<file path="src/sv/ssbr_pkg.sv">
// Shared types and constants for the symmetric separable row blur.
// Used by ssbr_gamma and symmetric_separable_blur_row; no dependencies.
package ssbr_pkg;

  // Default sizes
  localparam int MAX_RADIUS   = 31;
  localparam int CHANNEL_BITS = 24;
  localparam int WEIGHT_BITS  = 16;

  // Fixed point: one is 1 << FRAC_BITS
  localparam int FRAC_BITS = 12;

  // Row pixel counter, saturating
  localparam int SEEN_W = 7;

  // Register word indexes (byte address 4*i)
  localparam logic [1:0] REG_EXTEND_BOUNDS = 2'd0;
  localparam logic [1:0] REG_GAMMA_IN      = 2'd1;
  localparam logic [1:0] REG_GAMMA_OUT     = 2'd2;
  localparam logic [1:0] REG_RADIUS        = 2'd3;

  // Input item kinds
  localparam logic ACT_WEIGHT = 1'b0;
  localparam logic ACT_PIXEL  = 1'b1;

  // Gamma unit operation
  typedef enum logic {
    GOP_SQUARE = 1'b0,
    GOP_ROOT   = 1'b1
  } gamma_op_e;

  typedef struct packed {
    logic      start;
    gamma_op_e op;
  } gamma_req_t;

endpackage

</file>
<file path="src/sv/ssbr_gamma.sv">
// Iterative gamma unit: one multiply, then a restoring divide (C*C/A') or a
// digit-by-digit square root (sqrt(C*A')), one bit per cycle. Uses ssbr_pkg.
module ssbr_gamma #(
  parameter int CHANNEL_BITS = ssbr_pkg::CHANNEL_BITS
) (
  input  logic                           clk_i,
  input  logic                           rst_ni,
  input  ssbr_pkg::gamma_req_t           req_i,
  input  logic signed [CHANNEL_BITS-1:0] c_i,
  input  logic signed [CHANNEL_BITS-1:0] a_i,
  output logic                           done_o,
  output logic signed [CHANNEL_BITS-1:0] res_o,
  output logic                           sat_o
);

  localparam int MAG_W = CHANNEL_BITS - 1;
  localparam int DEN_W = (MAG_W > ssbr_pkg::FRAC_BITS + 1) ? MAG_W : ssbr_pkg::FRAC_BITS + 1;
  localparam int PW    = MAG_W + DEN_W;
  localparam int SQ_W  = (PW + 1) / 2;
  localparam int SR_W  = SQ_W + 2;
  localparam int CNT_W = $clog2(SQ_W + 1);

  typedef enum logic [4:0] {
    G_IDLE = 5'b00001,
    G_MUL  = 5'b00010,
    G_PREP = 5'b00100,
    G_ITER = 5'b01000,
    G_DONE = 5'b10000
  } gstate_e;

  gstate_e              state_q, state_d;
  ssbr_pkg::gamma_op_e  op_q;
  logic [MAG_W-1:0]     opa_q;
  logic [DEN_W-1:0]     opb_q;
  logic [DEN_W-1:0]     den_q;
  logic [PW-1:0]        prod_q;
  logic [DEN_W-1:0]     div_rem_q;
  logic [MAG_W-1:0]     div_bits_q;
  logic [MAG_W-1:0]     quo_q;
  logic [SR_W-1:0]      sq_rem_q;
  logic [2*SQ_W-1:0]    sq_bits_q;
  logic [SQ_W-1:0]      root_q;
  logic [CNT_W-1:0]     cnt_q;
  logic [MAG_W-1:0]     res_q;
  logic                 sat_q;

  logic                 c_pos;
  logic [DEN_W-1:0]     a_eff;
  logic [DEN_W:0]       div_try;
  logic                 div_ge;
  logic [DEN_W:0]       div_diff;
  logic [SR_W+1:0]      sq_try;
  logic [SR_W+1:0]      sq_trial;
  logic                 sq_ge;
  logic [SR_W+1:0]      sq_diff;
  logic [SQ_W:0]        root_ext;
  logic [DEN_W-1:0]     prod_hi;

  // Alpha at or below zero counts as one
  assign c_pos = !c_i[CHANNEL_BITS-1] && (c_i != '0);
  assign a_eff = (!a_i[CHANNEL_BITS-1] && (a_i != '0)) ? DEN_W'(a_i[MAG_W-1:0])
                                                     : (DEN_W'(1) << ssbr_pkg::FRAC_BITS);

  // Divide step
  assign div_try  = {div_rem_q, div_bits_q[MAG_W-1]};
  assign div_ge   = div_try >= {1'b0, den_q};
  assign div_diff = div_try - {1'b0, den_q};

  // Square root step
  assign sq_try   = {sq_rem_q, sq_bits_q[2*SQ_W-1 -: 2]};
  assign sq_trial = (SR_W + 2)'({root_q, 2'b01});
  assign sq_ge    = sq_try >= sq_trial;
  assign sq_diff  = sq_try - sq_trial;
  assign root_ext = {1'b0, root_q};
  assign prod_hi  = prod_q[PW-1:MAG_W];

  // Sequencer
  always_comb begin
    state_d = state_q;
    unique case (state_q)
      G_IDLE: if (req_i.start) state_d = c_pos ? G_MUL : G_DONE;
      G_MUL:  state_d = G_PREP;
      G_PREP: begin
        if (op_q == ssbr_pkg::GOP_SQUARE && prod_hi >= den_q) state_d = G_DONE;
        else state_d = G_ITER;
      end
      G_ITER: if (cnt_q == CNT_W'(1)) state_d = G_DONE;
      G_DONE: state_d = G_IDLE;
      default: state_d = G_IDLE;
    endcase
  end

  always_ff @(posedge clk_i or negedge rst_ni) begin
    if (!rst_ni) begin
      state_q <= G_IDLE;
    end else begin
      state_q <= state_d;
    end
  end

  // Datapath
  always_ff @(posedge clk_i) begin
    unique case (state_q)
      G_IDLE: begin
        op_q  <= req_i.op;
        opa_q <= c_i[MAG_W-1:0];
        opb_q <= (req_i.op == ssbr_pkg::GOP_SQUARE) ? DEN_W'(c_i[MAG_W-1:0]) : a_eff;
        den_q <= a_eff;
        res_q <= '0;
        sat_q <= 1'b0;
        // Keep a non-positive colour at zero when it skips the iterations
        cnt_q <= '1;
      end
      G_MUL: prod_q <= PW'(opa_q * opb_q);
      G_PREP: begin
        div_rem_q  <= prod_hi;
        div_bits_q <= prod_q[MAG_W-1:0];
        quo_q      <= '0;
        sq_rem_q   <= '0;
        sq_bits_q  <= (2 * SQ_W)'(prod_q);
        root_q     <= '0;
        if (op_q == ssbr_pkg::GOP_SQUARE) begin
          cnt_q <= CNT_W'(MAG_W);
          res_q <= '1;
        end else begin
          cnt_q <= CNT_W'(SQ_W);
        end
      end
      G_ITER: begin
        cnt_q <= cnt_q - CNT_W'(1);
        if (op_q == ssbr_pkg::GOP_SQUARE) begin
          div_rem_q  <= div_ge ? div_diff[DEN_W-1:0] : div_try[DEN_W-1:0];
          div_bits_q <= div_bits_q << 1;
          quo_q      <= {quo_q[MAG_W-2:0], div_ge};
        end else begin
          sq_rem_q  <= sq_ge ? sq_diff[SR_W-1:0] : sq_try[SR_W-1:0];
          sq_bits_q <= sq_bits_q << 2;
          root_q    <= {root_q[SQ_W-2:0], sq_ge};
        end
      end
      G_DONE: begin
        if (op_q == ssbr_pkg::GOP_SQUARE) begin
          if (cnt_q == '0) res_q <= quo_q;
        end else if (cnt_q == '0) begin
          // Clip the root to the channel maximum
          if ((root_ext >> MAG_W) != '0) begin
            res_q <= '1;
            sat_q <= 1'b1;
          end else begin
            res_q <= root_q[MAG_W-1:0];
          end
        end
      end
      default: ;
    endcase
  end

  // Result is valid during G_DONE except for iterated ops, which write it
  // there; done is registered from G_DONE so it pulses with the settled result
  logic done_q;
  always_ff @(posedge clk_i or negedge rst_ni) begin
    if (!rst_ni) begin
      done_q <= 1'b0;
    end else begin
      done_q <= (state_q == G_DONE);
    end
  end

  assign done_o = done_q;
  assign res_o  = {1'b0, res_q};
  assign sat_o  = sat_q;

endmodule

</file>
<file path="config.mk">
export PLATFORM = sky130hd
export DESIGN_NAME = ssbr_gamma
export DESIGN_NICKNAME = d
export VERILOG_FILES = /design/src/sv/ssbr_pkg.sv /design/src/sv/ssbr_gamma.sv
export SDC_FILE = /design/constraint.sdc
export NUM_CORES = 2
export LEC_CHECK = 0
export BUFFER_PORTS_ARGS = -buffer_cell sky130_fd_sc_hd__buf_2
export CAP_MARGIN = 20
export CORE_UTILIZATION = 45
export CTS_BUF_LIST = sky130_fd_sc_hd__clkbuf_16
export CTS_CLUSTER_DIAMETER = 60
export CTS_CLUSTER_SIZE = 16
export DETAILED_ROUTE_END_ITERATION = 10
export PLACE_DENSITY = 0.61
export SYNTH_ARGS = -nofsm -noshare
export SYNTH_HDL_FRONTEND = slang
export SYNTH_SLANG_ARGS = --single-unit
</file>
<file path="constraint.sdc">
create_clock -name clk_i -period 8.5 [get_ports clk_i]
set_clock_uncertainty 0.2 [all_clocks]
set_input_delay 0.425 -clock clk_i [delete_from_list [all_inputs] [get_ports clk_i]]
set_output_delay 0.425 -clock clk_i [all_outputs]
set_load 0.1 [all_outputs]
</file>
# After elaboration in Yosys (flattened, before gate mapping)

Cells that the tools add are included.

Output and inout port bits: 26
Flip-flop bits (word level): 313
Bits of input ports: 52

$mul: 1
$lt $le $gt $ge: 3
Bitwise logic cells: 1
Add/sub/neg operators: 3
Muxes and demuxes: 27
Equality and inequality tests: 12
Reduce and logical (&&, ||, !) cells: 15

Operator list:

| operator                                      | number |
|---|---|
| 2-to-1 mux 23 bit                             | 11 |
| one-hot mux 23 bit (2 select lines)           | 4 |
| one-hot mux 46 bit (2 select lines)           | 1 |
| one-hot mux 23 bit (3 select lines)           | 1 |
| 2-to-1 mux 25 bit                             | 2 |
| one-hot mux 25 bit (2 select lines)           | 1 |
| nonzero test 24 bit                           | 2 |
| multiplier 23 x 23 -> 46 bit                  | 1 |
| 2-to-1 mux 46 bit                             | 1 |
| greater-or-equal comparator 27 x 25 -> 1 bit  | 1 |
| subtractor 25 bit                             | 1 |
| greater-or-equal comparator 24 x 23 -> 1 bit  | 1 |
| greater-or-equal comparator 23 bit            | 1 |
| subtractor 23 bit                             | 1 |
| 2-to-1 mux 5 bit                              | 4 |
| one-hot mux 5 bit (4 select lines)            | 1 |
| one-hot mux 5 bit (3 select lines)            | 1 |
| inequality test 2 bit, second input constant  | 6 |
| == test 5 x 1 -> 1 bit, second input constant | 2 |
| AND reduction 2 bit                           | 3 |
| nonzero test 3 bit                            | 2 |
| == test 5 x 2 -> 1 bit, second input constant | 1 |
| == test 5 x 3 -> 1 bit, second input constant | 1 |
| == test 5 x 4 -> 1 bit, second input constant | 1 |
| 8 further kinds                               | 11 |

# Depth between registers and ports, before layout

Depth after elaboration: 5
Gate-level depth with buffers: 27
Gate-level depth less buffers: 25

# Worst setup path before layout

Ideal clock, no wire load.

Kind: reg-to-reg
Start point: reg opa_q[10]
End point: reg prod_q[45] (data pin)
Path buffers: 2
Cell stages (with the launch flop): 26
Arrival time: 6.413 ns
Required time: 8.034 ns
Slack: 1.621 ns
Clock period less this slack: 6.879 ns
Library setup time: 0.266 ns
Cell sequence: edfxtp_1 clkbuf_1 nand2_1 fa_1 fa_1 inv_1 fa_1 inv_1 fa_1 inv_1 fa_1 fa_1 inv_1 fa_1 inv_1 ha_1 clkbuf_1 a21o_1 nand2_1 a311oi_1 nor2_1 a21oi_1 o2111ai_1 o31a_1 nor4bb_1 o22ai_1

Longest elaborated chain between the ends: 1

RTL lines:

| item                         | line              | text |
|---|---|---|
| from (decl)                  | ssbr_gamma.sv:33  | `logic [MAG_W-1:0] opa_q;` |
| from (signal assigned)       | ssbr_gamma.sv:106 | `opa_q <= c_i[MAG_W-1:0];` |
| multiplier 23 x 23 -> 46 bit | ssbr_gamma.sv:114 | `G_MUL: prod_q <= PW'(opa_q * opb_q);` |
| to (signal assigned)         | ssbr_gamma.sv:114 |  |
| to (decl)                    | ssbr_gamma.sv:36  | `logic [PW-1:0] prod_q;` |

No other way between the ends.
A chain may end at the register's enable or synchronous reset.

# Worst setup path in the final report

Start point: reg opa_q[6]
End point: reg prod_q[45] (data pin)

The elaborated chain is that of the path after synthesis.

==> results.txt <==
The global-route total usage across every layer came out at between 20% and 30%. After detailed routing, the total wire length is between 80,000 and 90,000 um. Global routing finished with a remaining overflow of 0.

The clock period minus worst slack came out at around 8.0 ns. The measured slew at the worst slew-check pin came out at 1.01 ns. The min-delay analysis places its worst path in the category input pin to flop. In this run the most critical hold path is launched from a_i[16]. The total I/O pin count came out at between 70 and 80.

Clock tree synthesis found a total of 313 sinks. The maximum level of the CTS H-tree is 2. The initial core utilization came out at 45.6%. The type of destination of the critical path is a flop. The via count of the first global-routing pass is between 20,000 and 25,000. In the routed design, unresolved DRC markers number 0. The highest layer touched by signal routing is met4. The length in cells of the worst reg-to-reg path is 24.

STA puts the critical path data arrival time at slightly above 8 ns. The most critical setup path has its startpoint at opa_q[6]$_DFFE_PP_. After detailed routing, the met3 layer carries between 5000 and 6000 um of wire. The data required time at the worst endpoint came out at 8.61 ns. The number of inserted filler cells in the final layout came out at roughly 6,700.

The total of buffers placed on input and output ports is between 70 and 80. The commonest cells after synthesis are 564 x inv_1, 523 x nand2_1, 439 x fa_1. The post-synthesis cell count came out at 3,289.

The post-CTS clock slew at the launch and capture registers of the worst setup and hold paths is 0.07 ns. The final total negative setup slack came out at 0 ns. The clock buffer count from CTS came out at 36.

The number of nets with antenna violations after routing is 0. The row count is between 90 and 100. For this run, the leading register cell type out of synthesis is edfxtp_1. The total number of yosys warnings is 0.

The area growth from synthesis to final layout is 9.54%. The die width came out at about 270 um. The launch instance of the worst register-to-register path is opa_q[6]$_DFFE_PP_.

The headroom to the max-slew limit came out at roughly a third. In the final routed layout, each cell accounts on average for around 19 um. The first global-routing pass estimated 132,000 um of wire.

In the detailed route, the total length drawn on met2 is 38,200 um. The type of the setup path with the least slack is flop to flop. The worst setup path is launched from a flop. The number of enable-type register cells in the synthesized netlist came out at around 310. After the first detailed-routing iteration, the DRC count stood at 1,531. Setup violations remaining at the end of the flow were counted as 0. The share of flip-flops with an asynchronous set or reset after synthesis came out at around 1.9%. TritonCTS built the clock tree. In the post-synthesis netlist, the cell with the most instances is inv_1. Counting along the longest clock path gives a buffer depth of 3. The max capacitance violation total is 0. The fmax is between 0.1 and 0.15 GHz. The area of the die came out at roughly 74,000 um^2. In the finished design, the share of the clock period the worst path needs comes to a little over nine tenths. The run finished with clean final reports. The number of register bits inferred by synthesis came out at around 310. The area of the core is roughly 72,000 um^2. The first-pass detailed-route iteration total came out at 6.

Sorting the synthesized cells by area gives the leading types as edfxtp_1 28%, fa_1 27%, ha_1 9.4%, inv_1 6.5%, nand2_1 6.0%. The number of nets in the finished design is roughly 4,100. The cell chosen for the clock root is clkbuf_16.

Using the TritonRoute via totals, the vias-per-cell ratio works out to around 5.2. The number of failing hold endpoints at the final stage is 0. In this run the mean area of a mapped cell was 9.93 um^2. The estimated wirelength of the detail-placed design came out at between 60,000 and 70,000 um. The post-cts repair resize count is 0. The placer congestion estimate came out at 0.890. The number of instances on the worst hold path is 2. The met1 wire length is roughly 36,000 um. Measured along the y axis, the die boundary spans 271 um. Summing the sequential cell areas from Yosys gives around 29% of the chip area.

The top cell type by area accounts for 28.2% of the synthesized area. Entering global routing, the biggest net connects ~80 pins. The number of antenna violations at the first check in global routing is 2. The share of post-route cells with drive strength above 1 came out at 7.02%. The final count of pins violating max slew was 0. The mapped cell area came out at 32,700 um^2. Setup repair after global routing left no endpoint under its margin. Synthesis instantiated 68 different standard cells from the library. Clock latency on the worst-skew pair, taken at its later pin, is slightly below 0.6 ns. The largest total area in the synthesized netlist belongs to edfxtp_1. The largest fanout on the critical path is 23. The routed layout has between 20,000 and 25,000 vias.
## cells by family after synthesis
logic type / synth area share (%)
AO/OA/AOI/OAI: 6.70
XOR/XNOR: 2.15
adder cells (fa/ha/maj): 36.3
buffers and inverters: 8.24
flip-flops: 28.7
multiplexers: 2.23
other: 0.0115
AND/OR/NAND/NOR: 15.7
## flip-flops by register name, indices dropped and copies added, names as in the netlist
name and cells:
div_rem_q 23, sq_bits_q 46, cnt_q 5, prod_q 46, den_q 23, done_o 1, quo_q 23, opa_q 23
div_bits_q 23, res_q 23, op_q 1, sq_rem_q 25, root_q 23, opb_q 23, state_q 5
## final cells by class
type | count | area [um^2] | share of cell area [%]
inverters | 564 | 2120 | 5.92
flip-flops and latches | 313 | 9370 | 26.2
clock buffers | 36 | 901 | 2.52
clock inverters | 29 | 358 | 1.00
diodes | 2 | 5.00 | 0.0140
well taps | 950 | 1190 | 3.32
repair buffers | 168 | 1170 | 3.27
multi-input cells | 2266 | 20700 | 57.8
## path summary, 6_finish.rpt
| check | endpoint | slack (ns) |
|---|---|---|
| hold reg to reg | sq_bits_q[43]$_DFFE_PP_ | 0.31 |
| hold / removal | den_q[16]$_DFFE_PP_ | 0.02 |
| min in group asynchronous | state_q[0]$_DFFE_PN1P_ | 0.11 |
| setup reg to reg | prod_q[45]$_DFFE_PP_ | 0.52 |
| max in group asynchronous | state_q[2]$_DFFE_PN0P_ | 7.28 |
| setup / recovery | prod_q[45]$_DFFE_PP_ | 0.52 |
## what timing repair did
action                                 CTS  global route
setup buffers                            0             0
endpoints found under the hold margin   43             0
hold buffers                            31             0
## cells in the final DEF, fill, tap and decap left out, types with 75 or more instances in the layout
cell type  instances
edfxtp_1         307
buf_2             75
and2_1           292
ha_1             246
nor2_1           122
a21oi_1           96
o21ai_0          102
inv_1            567
fa_1             439
nand2_1          522
## worst max-delay path, cell delays in order, from the launching register on
cell and delay [ns]:
edfxtp_1 0.79, and2_1 0.36, fa_1 0.50, inv_1 0.05, fa_1 0.47, inv_1 0.07
fa_1 0.51, inv_1 0.06, fa_1 0.53, inv_1 0.05, fa_1 0.38, fa_1 0.51
inv_1 0.05, fa_1 0.47, inv_1 0.04, ha_1 0.43, nand4_1 0.20, nor3_1 0.22
o2111a_1 0.20, a21oi_1 0.06, a21oi_1 0.39, o2111ai_1 0.38, o31a_1 0.40, nor4bb_1 0.29
o22ai_1 0.11
## per-layer routing
layer	vias up	global-route usage, %
met4	0	7.23
li1	10600	-
met2	645	37.4
met1	11200	31.0
met5	-	0
met3	116	5.13
## stage by stage
stage | hold slack [ns] | util [%] | setup slack (ns) | instances | area, um^2
global route | 0.000534 | 50.0 | 0.0940 | 4326 | 35800
detailed placement | 0.0625 | 47.7 | 0.519 | 4229 | 34200
finish | 0.0168 | 50.0 | 0.524 | 4328 | 35800
global placement | 0.0599 | 47.7 | 0.591 | 4229 | 34200
floorplan | -0.0706 | - | 1.62 | 3290 | 32700
CTS | 0.00290 | 49.9 | 0.530 | 4325 | 35700
Power is left out: the tool's default activity adds up to more than one toggle a clock period on the data nets, which glitch-free logic cannot reach.
